===== config.mk =====
export PLATFORM = sky130hd
export DESIGN_NAME = dac_core
export DESIGN_NICKNAME = d
export VERILOG_FILES = /design/src/design/dac_pkg.sv /design/src/design/dac_core.sv
export SDC_FILE = /design/constraint.sdc
export NUM_CORES = 1
export LEC_CHECK = 0
export BUFFER_PORTS_ARGS = -buffer_cell sky130_fd_sc_hd__buf_2
export CORE_UTILIZATION = 57
export CTS_CLUSTER_SIZE = 28
export DETAILED_ROUTE_END_ITERATION = 7
export PLACE_DENSITY = 0.91
export SYNTH_ARGS = -nofsm -noshare
export SYNTH_HDL_FRONTEND = slang
export SYNTH_SLANG_ARGS = --single-unit

===== constraint.sdc =====
create_clock -name clk -period 5.1 [get_ports clk]
set_input_delay 1.02 -clock clk [delete_from_list [all_inputs] [get_ports clk]]
set_output_delay 1.02 -clock clk [all_outputs]
set_load 0.1 [all_outputs]

===== src/design/dac_pkg.sv =====
// Shared types, constants and helpers for the displacement admission control unit.
package dac_pkg;

  // Symbol table geometry
  localparam int unsigned NUM_SYMBOLS = 4096;
  localparam int unsigned SYM_IDX_W   = $clog2(NUM_SYMBOLS);
  localparam int unsigned SYM_W       = 12;
  localparam int unsigned TIME_W      = 32;
  localparam int unsigned COUNT_W     = 8;
  localparam int unsigned EPOCH_W     = 8;

  localparam logic [SYM_W-1:0]   SYM_NONE = '1;
  localparam logic [COUNT_W-1:0] COUNT_MAX = '1;

  localparam int unsigned DEFAULT_HOLD_SECONDS = 60;

  // Configuration port
  localparam int unsigned CFG_IDX_W  = 2;
  localparam int unsigned CFG_DATA_W = 16;
  localparam logic [CFG_IDX_W-1:0] CFG_MAX_DISPLACEMENTS = 2'd0;
  localparam logic [CFG_IDX_W-1:0] CFG_COOLDOWN_SECONDS  = 2'd1;
  localparam logic [CFG_IDX_W-1:0] CFG_HOLD_SECONDS      = 2'd2;

  typedef enum logic [1:0] {
    REQ_ADMIT    = 2'd0,
    REQ_DISPLACE = 2'd1,
    REQ_DAY_CLR  = 2'd2,
    REQ_CHECK    = 2'd3
  } req_e_t;

  typedef enum logic [1:0] {
    ST_OPEN     = 2'd0,
    ST_COOLING  = 2'd1,
    ST_RESERVED = 2'd2,
    ST_LIMIT    = 2'd3
  } status_e_t;

  typedef struct packed {
    req_e_t             req_type;
    logic [SYM_W-1:0]   symbol;
    logic [SYM_W-1:0]   beneficiary;
    logic [TIME_W-1:0]  now;
  } in_item_t;

  typedef struct packed {
    status_e_t          status;
    logic [SYM_W-1:0]   reserved_symbol;
    logic [TIME_W-1:0]  seconds_left;
    logic [COUNT_W-1:0] displacement_count;
  } result_t;

  // One cooldown table entry; live only while armed and tagged with the current day
  typedef struct packed {
    logic               armed;
    logic [EPOCH_W-1:0] epoch;
    logic [TIME_W-1:0]  expiry;
  } cool_entry_t;

  typedef struct packed {
    logic                 en;
    logic [SYM_IDX_W-1:0] addr;
    cool_entry_t          entry;
  } cool_wr_t;

  // Add a duration to a time, saturating at the largest time
  function automatic logic [TIME_W-1:0] sat_add(input logic [TIME_W-1:0] t,
                                                input logic [TIME_W-1:0] d);
    logic [TIME_W:0] s;
    s = {1'b0, t} + {1'b0, d};
    return s[TIME_W] ? '1 : s[TIME_W-1:0];
  endfunction

endpackage


===== src/design/dac_core.sv =====
// Decision logic, configuration registers and reservation/count state.
module dac_core (
  input  logic                          clk,
  input  logic                          rst_n,
  input  logic                          cfg_we,
  input  logic [dac_pkg::CFG_IDX_W-1:0] cfg_index,
  input  logic [dac_pkg::CFG_DATA_W-1:0] cfg_data,
  input  dac_pkg::in_item_t             item,
  input  logic                          advance,
  input  dac_pkg::cool_entry_t          entry,
  output dac_pkg::result_t              result,
  output dac_pkg::cool_wr_t             wr,
  output logic                          sweep_start,
  output logic                          epoch_last
);

  logic [dac_pkg::COUNT_W-1:0] max_disp_r;
  logic [15:0]                 cooldown_r;
  logic [15:0]                 hold_r;

  logic [dac_pkg::SYM_W-1:0]   rsv_for_r, rsv_for_nxt;
  logic [dac_pkg::TIME_W-1:0]  rsv_until_r, rsv_until_nxt;
  logic [dac_pkg::COUNT_W-1:0] total_r, total_nxt;
  logic [dac_pkg::EPOCH_W-1:0] epoch_r, epoch_nxt;

  logic                        in_table;
  logic                        live;
  logic                        cooling;
  logic [dac_pkg::TIME_W-1:0]  hold_time;

  // Configuration writes; unknown indexes are ignored
  always_ff @(posedge clk) begin
    if (!rst_n) begin
      max_disp_r <= '0;
      cooldown_r <= '0;
      hold_r     <= '0;
    end else if (cfg_we) begin
      unique case (cfg_index)
        dac_pkg::CFG_MAX_DISPLACEMENTS: max_disp_r <= cfg_data[dac_pkg::COUNT_W-1:0];
        dac_pkg::CFG_COOLDOWN_SECONDS:  cooldown_r <= cfg_data;
        dac_pkg::CFG_HOLD_SECONDS:      hold_r     <= cfg_data;
        default: ;
      endcase
    end
  end

  assign in_table  = 32'(item.symbol) < dac_pkg::NUM_SYMBOLS;
  assign live      = in_table && entry.armed && (entry.epoch == epoch_r);
  assign cooling   = live && (item.now < entry.expiry);
  assign hold_time = (hold_r != '0) ? 32'(hold_r) : 32'(dac_pkg::DEFAULT_HOLD_SECONDS);
  assign epoch_last = &epoch_r;

  // Decide the result and the next state for the item in the stage
  always_comb begin
    rsv_for_nxt   = rsv_for_r;
    rsv_until_nxt = rsv_until_r;
    total_nxt     = total_r;
    epoch_nxt     = epoch_r;
    result.status          = dac_pkg::ST_OPEN;
    result.reserved_symbol = dac_pkg::SYM_NONE;
    result.seconds_left    = '0;
    wr.en    = 1'b0;
    wr.addr  = dac_pkg::SYM_IDX_W'(item.symbol);
    wr.entry = '0;
    sweep_start = 1'b0;

    unique case (item.req_type)
      dac_pkg::REQ_ADMIT: begin
        // drop an expired cooldown
        if (live && !cooling) begin
          wr.en = advance;
        end
        if (cooling) begin
          result.status = dac_pkg::ST_COOLING;
        end else if (rsv_for_r != dac_pkg::SYM_NONE) begin
          if (item.now >= rsv_until_r || rsv_for_r == item.symbol) begin
            rsv_for_nxt = dac_pkg::SYM_NONE;
          end else begin
            result.status          = dac_pkg::ST_RESERVED;
            result.reserved_symbol = rsv_for_r;
          end
        end
      end
      dac_pkg::REQ_DISPLACE: begin
        if (total_r != dac_pkg::COUNT_MAX) begin
          total_nxt = total_r + 1'b1;
        end
        // arm the victim's cooldown
        if (cooldown_r != '0 && item.symbol != dac_pkg::SYM_NONE && in_table) begin
          wr.en           = advance;
          wr.entry.armed  = 1'b1;
          wr.entry.epoch  = epoch_r;
          wr.entry.expiry = dac_pkg::sat_add(item.now, 32'(cooldown_r));
        end
        rsv_for_nxt   = item.beneficiary;
        rsv_until_nxt = dac_pkg::sat_add(item.now, hold_time);
      end
      dac_pkg::REQ_DAY_CLR: begin
        // new day tag retires all armed entries at once
        rsv_for_nxt   = dac_pkg::SYM_NONE;
        rsv_until_nxt = '0;
        total_nxt     = '0;
        epoch_nxt     = epoch_r + 1'b1;
        sweep_start   = advance && epoch_last;
      end
      dac_pkg::REQ_CHECK: begin
        priority if (max_disp_r != '0 && total_r >= max_disp_r) begin
          result.status = dac_pkg::ST_LIMIT;
        end else if (rsv_for_r != dac_pkg::SYM_NONE && item.now < rsv_until_r) begin
          result.status          = dac_pkg::ST_RESERVED;
          result.reserved_symbol = rsv_for_r;
          result.seconds_left    = rsv_until_r - item.now;
        end else if (cooling) begin
          result.status       = dac_pkg::ST_COOLING;
          result.seconds_left = entry.expiry - item.now;
        end else begin
          result.status = dac_pkg::ST_OPEN;
        end
      end
      default: ;
    endcase

    result.displacement_count = total_nxt;
  end

  // Commit state when the item leaves the stage
  always_ff @(posedge clk) begin
    if (!rst_n) begin
      rsv_for_r   <= dac_pkg::SYM_NONE;
      rsv_until_r <= '0;
      total_r     <= '0;
      epoch_r     <= '0;
    end else if (advance) begin
      rsv_for_r   <= rsv_for_nxt;
      rsv_until_r <= rsv_until_nxt;
      total_r     <= total_nxt;
      epoch_r     <= epoch_nxt;
    end
  end

endmodule


# Word-level counts from Yosys, hierarchy flattened
# Cells that the tools add are included.
[totals] ff_bits=100 inputBits=121 out_inout_bits=110 wordCells=82
[classes] n_addsub=6 n_lt_le_gt_ge=4 n_eq_ne=13 muxes=29 reduce_logical=23
[ops] operator="2-to-1 mux 32 bit" n=5
[ops] operator="2-to-1 mux 41 bit" n=2
[ops] operator="adder 32 x 16 -> 33 bit" n=2
[ops] operator="< comparator 32 bit" n=2
[ops] operator="case mux 32 bit (2 select lines)" n=1
[ops] operator="subtractor 32 bit" n=2
[ops] operator="2-to-1 mux 12 bit" n=5
[ops] operator="2-to-1 mux 44 bit" n=1
[ops] operator="case mux 12 bit (3 select lines)" n=1
[ops] operator="greater-or-equal comparator 32 bit" n=1
[ops] operator="nonzero test 16 bit" n=2
[ops] operator="2-to-1 mux 14 bit" n=2
[ops] operator="case mux 14 bit (2 select lines)" n=1
[ops] operator="!= test 12 bit, second input constant" n=2
[ops] operator="adder 8 x 1 -> 8 bit, second input constant" n=2
[ops] operator="2-to-1 mux 16 bit" n=1
[ops] operator="case mux 8 bit (2 select lines)" n=1
[ops] operator="equality test 12 bit" n=1
[ops] operator="AND reduction 2 bit" n=5
[ops] operator="equality test 8 bit" n=1
[ops] operator="greater-or-equal comparator 8 bit" n=1
[ops] operator="2-to-1 mux 8 bit" n=1
[ops] operator="!= test 8 bit, second input constant" n=1
[ops] operator="AND reduction 8 bit" n=1
[ops] operator="14 further kinds" n=31

# Longest topological paths before layout
[logic_depth] word_depth=7 ltp_mapped=14 mapped_depth_nobuf=13

# Least setup slack after synthesis
# Ideal clock, no wire load.
[synth_path] kind="input port to output port" startpoint="in item[0] in the netlist's numbering" endpoint="out wr[24] in the netlist's numbering" arrival_time_ns=5.327 required_ns=4.080 setup_slack_ns=-1.247 path_stages=13 n_path_buf=1 path_cell_list="ha_1 inv_1 fa_1 nor2b_1 o21a_1 o21ai_1 a211oi_1 o31ai_2 o21ai_2 and2_1 buf_2 a21oi_1 a311oi_1"
[synth_lines] element="start: declaration" line_no="dac_core.sv:8" rtl="input dac_pkg::in_item_t item,"
[synth_lines] element="end: declaration" line_no="dac_core.sv:12" rtl="output dac_pkg::cool_wr_t wr,"

==> flow_results.org <==
** Worst setup path
- In this run the critical register-to-register path is launched from hold_r[7]$_SDFFE_PN0P_.
- The signal on the critical path passes through buf_2 -> inv_1 -> ha_1 -> nand2_1 -> o21ai_1 -> a311oi_2 -> o21ai_1 -> o21ai_2 -> nor2_4 -> nor3_1 -> buf_4 -> nand2_1 -> o22ai_1 -> buf_12.
- STA classifies the critical path endpoint as an output pin.
- In this run the register-to-register setup slack is 1.04 ns.
- CP required :: 4.08 ns
- Launch point of the worst path :: item[26]
- Crit start category :: input pin
- Among all stages on the critical path, the largest delay is contributed by ha_1.
- In this design, the stage delay of the slowest critical-path cell is 0.44 ns.
- The setup path with the least slack is of type input pin to output pin.
- Along the worst path, the maximum fanout reaches 7.
- Reg2reg path depth :: 13
- Worst EP arrival :: 4.15 ns
- In this run the critical register-to-register path is captured at rsv_until_r[19]$_SDFFE_PN0P_.
- Kind of cell adding the most delay to the critical path :: compound AO/OA/AOI/OAI gates
- Crit path buf inv count :: 4

** Logic synthesis
- Synthesis produced a netlist with a net count of 1774.
- Post-synth EDFFs :: 0
- Commonest cells in the synthesized netlist :: nand2_1, a21oi_1, ha_1, nor2_1, dfxtp_1
- Summing the sequential cell areas from Yosys gives 17.81% of the chip area.
- Yosys top cell area share :: 17.81%
- Count of yosys warnings during synthesis :: 0
- Leading cell types by total area after synthesis :: dfxtp_1, ha_1, nand2_1
- Counting flops and latches in the post-synthesis netlist gives 100.
- The mapped netlist covers 11240 um2.
- After technology mapping, the gate count stands at 1539.
- Cell with the most instances after synthesis :: nand2_1
- Most instantiated flip-flop cell in the synthesis netlist :: dfxtp_1
- Library cell occupying the most area in the post-synthesis netlist :: dfxtp_1
- The synthesized netlist contains 84 unique library cells.
- Average footprint of a synthesized cell :: 7.303 um2
- FFs w/ async S/R, synth :: 0%

** STA
- Worst-case clock skew :: 0.009428 ns
- Final cycle utilization of the critical path :: 101.4%
- The smallest clock period supported by the final layout is computed as 5.172 ns.
- Number of setup violations in the final report :: 2
- The final count of hold timing violations was 0.
- Static timing analysis puts the maximum clock frequency at 193.3 MHz.
- Max-slew violation count :: 0
- Worst setup slack after layout :: -0.07205 ns
- At the pin with the least slew margin, the transition time is 1.002 ns.
- Normalized max-slew margin :: 32.72%
- Setup repair after global routing could not meet its margin everywhere.

** Routing
- Once detail routing completed, the nets flagged for antenna violations numbered 0.
- Number of DRC markers in iteration 0 :: 1735
- After detailed routing, the total wire length is 40.05 mm.
- Met3 wire length :: 4.454 mm
- Dividing the detail-routed wire length by the instance count gives 19.95 um.
- 1st-pass router iterations :: 6
- DRT met1 WL :: 14.96 mm
- Routed signal wires occupy layers up through met5.
- After detailed routing, the number of remaining DRC violations is 0.
- Using the TritonRoute via totals, the vias-per-cell ratio works out to 6.583.
- Via count :: 13210
- Met2 wire length :: 18.27 mm

** Clock tree
- Root Driver :: clkbuf_16
- Number of buffers inserted during clock tree synthesis :: 9
- Clock transition at path regs :: 0.07 ns
- TritonCTS built the clock tree.
- Insertion delay to the later sink of the worst-skew pair :: 0.36 ns
- Clock Sink Count :: 100
- Counting along the longest clock path gives a buffer depth of 2.
- CTS HTree Levels :: 3

** Pwr
- VDD sags by at most 0.0001662 V.
- Areal power density over the cells :: 204.0 nW/um2
- P_leak :: 6.291 nW

** Outcome
- Failing checks :: setup timing
- The run finished, with violations left.

** Cells and area
- Area growth, synth to finish :: 30.67%
- Summing all non-filler instances in the final layout gives an area of 14690 um2.
- The repair_antennas step left the layout with diodes totalling 0.
- The post-route netlist has 23.24% of its cells at a drive strength greater than 1.
- After the last flow step, the layout net total stands at 1977.

** Placed design
- The HPWL after detailed placement is 31.00 mm.
- Setup WS pre-CTS :: -0.1002 ns
- Global placement routability congestion :: 1.108
- Number of input and output port buffers inserted :: 230
- Summing all placed instances gives a cell area of 14180 um2.

** Die
- Number of rows created at floorplan :: 50
- In this run the horizontal extent of the chip is 142.4 um.
- For this design the top-level I/O count stands at 231.
- Die area :: 20280 um2
- The floorplan step set the die height to 142.4 um.
- In this run the standard cell core region covers 19020 um2.
- Initial Util :: 59.10%

** Global route
- The first global-routing pass estimated 61.11 mm of wire.
- Global routing consumed, over all layers together, 37.92% of the routing resources.
- Entering global routing, the biggest net connects 51 pins.
- Number of global-route vias before repair :: 12310
- Antenna violations before repair :: 2
- Global routing finished with a remaining overflow of 0.

** Worst hold path
- The worst hold path belongs to the class flop to flop.
- For hold timing, the worst endpoint is rsv_until_r[20]$_SDFFE_PN0P_.
- Hold Crit Depth :: 2
- The worst hold path begins at rsv_until_r[20]$_SDFFE_PN0P_.

** Run
- Maxcap violations :: 0
[tightest hold or removal path, delay by kind of cell (launching register included)]
| family | cells | cell delay, ns |
|---|---|---|
| flip-flops | 1 | 0.32 |
| AND/OR/NAND/NOR | 1 | 0.05 |
| AO/OA/AOI/OAI | 1 | 0.05 |
[cell families after synthesis]
family          share of synthesized area, %
compound gates                         28.63
xor+xnor                               9.351
fa+ha+maj                              12.96
buf+inv                                6.223
flops                                  17.81
mux                                   0.9017
simple gates                           24.12
[cells in the final DEF (no fill, tap or decap), types with 13 or more instances in the layout]
cell type,netlist,routed
a21boi_0,43,42
a21o_1,60,60
a21oi_1,144,119
a21oi_2,2,17
and2_1,20,19
and3b_1,14,14
buf_12,0,79
buf_2,9,152
buf_4,16,44
dfxtp_1,100,100
ha_1,110,107
inv_1,77,76
nand2_1,199,197
nand2b_1,13,13
nand3_1,39,39
nand4_1,29,29
nor2_1,110,105
nor2b_1,19,19
nor3_1,30,27
nor4_1,21,21
o21a_1,14,14
o21ai_0,71,70
o21ai_1,22,22
o21bai_1,13,13
xnor2_1,77,77
xor2_1,43,43
[metrics by stage]
| stage | utilization [%] | setup TNS, ns | total power, W | cells | hold WS, ns |
|---|---|---|---|---|---|
| floorplan | - | -10.62 | 0.001795 | 1539 | 0.4250 |
| global placement | 74.54 | 0 | 0.002135 | 1989 | 0.4390 |
| detailed placement | 74.54 | -0.7696 | 0.002181 | 1989 | 0.4506 |
| CTS | 76.34 | 0 | 0.002931 | 2005 | 0.4681 |
| global route | 77.22 | -1.384 | 0.003101 | 2007 | 0.4827 |
| finish | 77.22 | -0.1093 | 0.002996 | 2007 | 0.4690 |
[layer usage]
metal	global-route usage [%]	up-vias
li1	-	5938
met1	45.51	6063
met5	0	-
met4	21.28	2
met3	7.907	243
met2	62.95	967
[registers in the layout (all words and copies together) (netlist names)]
signal / count
rsv_until_r: 32
cooldown_r: 16
hold_r: 16
rsv_for_r: 12
epoch_r: 8
max_disp_r: 8
total_r: 8
[how the worst max path moves through the flow]
stage,to,slack (ns),depth (start not counted)
after floorplan,result[31],-0.62,11
final,result[39],-0.07,14
after global placement,result[27],0.10,14
after global routing,result[39],-0.17,13
after detailed placement,result[22],-0.10,14
after CTS,result[30],0.004,14
[power breakdown]
part	leakage [nW]	switching [W]	internal, W
logic	5.32	0.000893	0.000504
clock network	0.160	0.000360	0.000400
registers	0.813	0.0000278	0.000811
[timing repair]
| item | 4_1_cts | 5_1_grt |
|---|---|---|
| resized for setup | 3 | 30 |
| hold buffers | 0 | 0 |
| endpoints found under the setup margin | 19 | 55 |
| buffers inserted | 0 | 2 |
| hold endpoints to repair | 0 | 0 |
| pin swaps | 0 | 2 |
[final cells by class]
class                           instances  area (um2)
Sequential cell                       100        2002
Tap cell                              260       325.3
Fill cell                            1259        4332
Clock buffer                            9       225.2
Timing Repair Buffer                  275        2673
Inverter                               77       292.8
Clock inverter                          7       102.6
Multi-Input combinational cell       1279        9066
No activity file was read; power rests on OpenSTA's default activity.
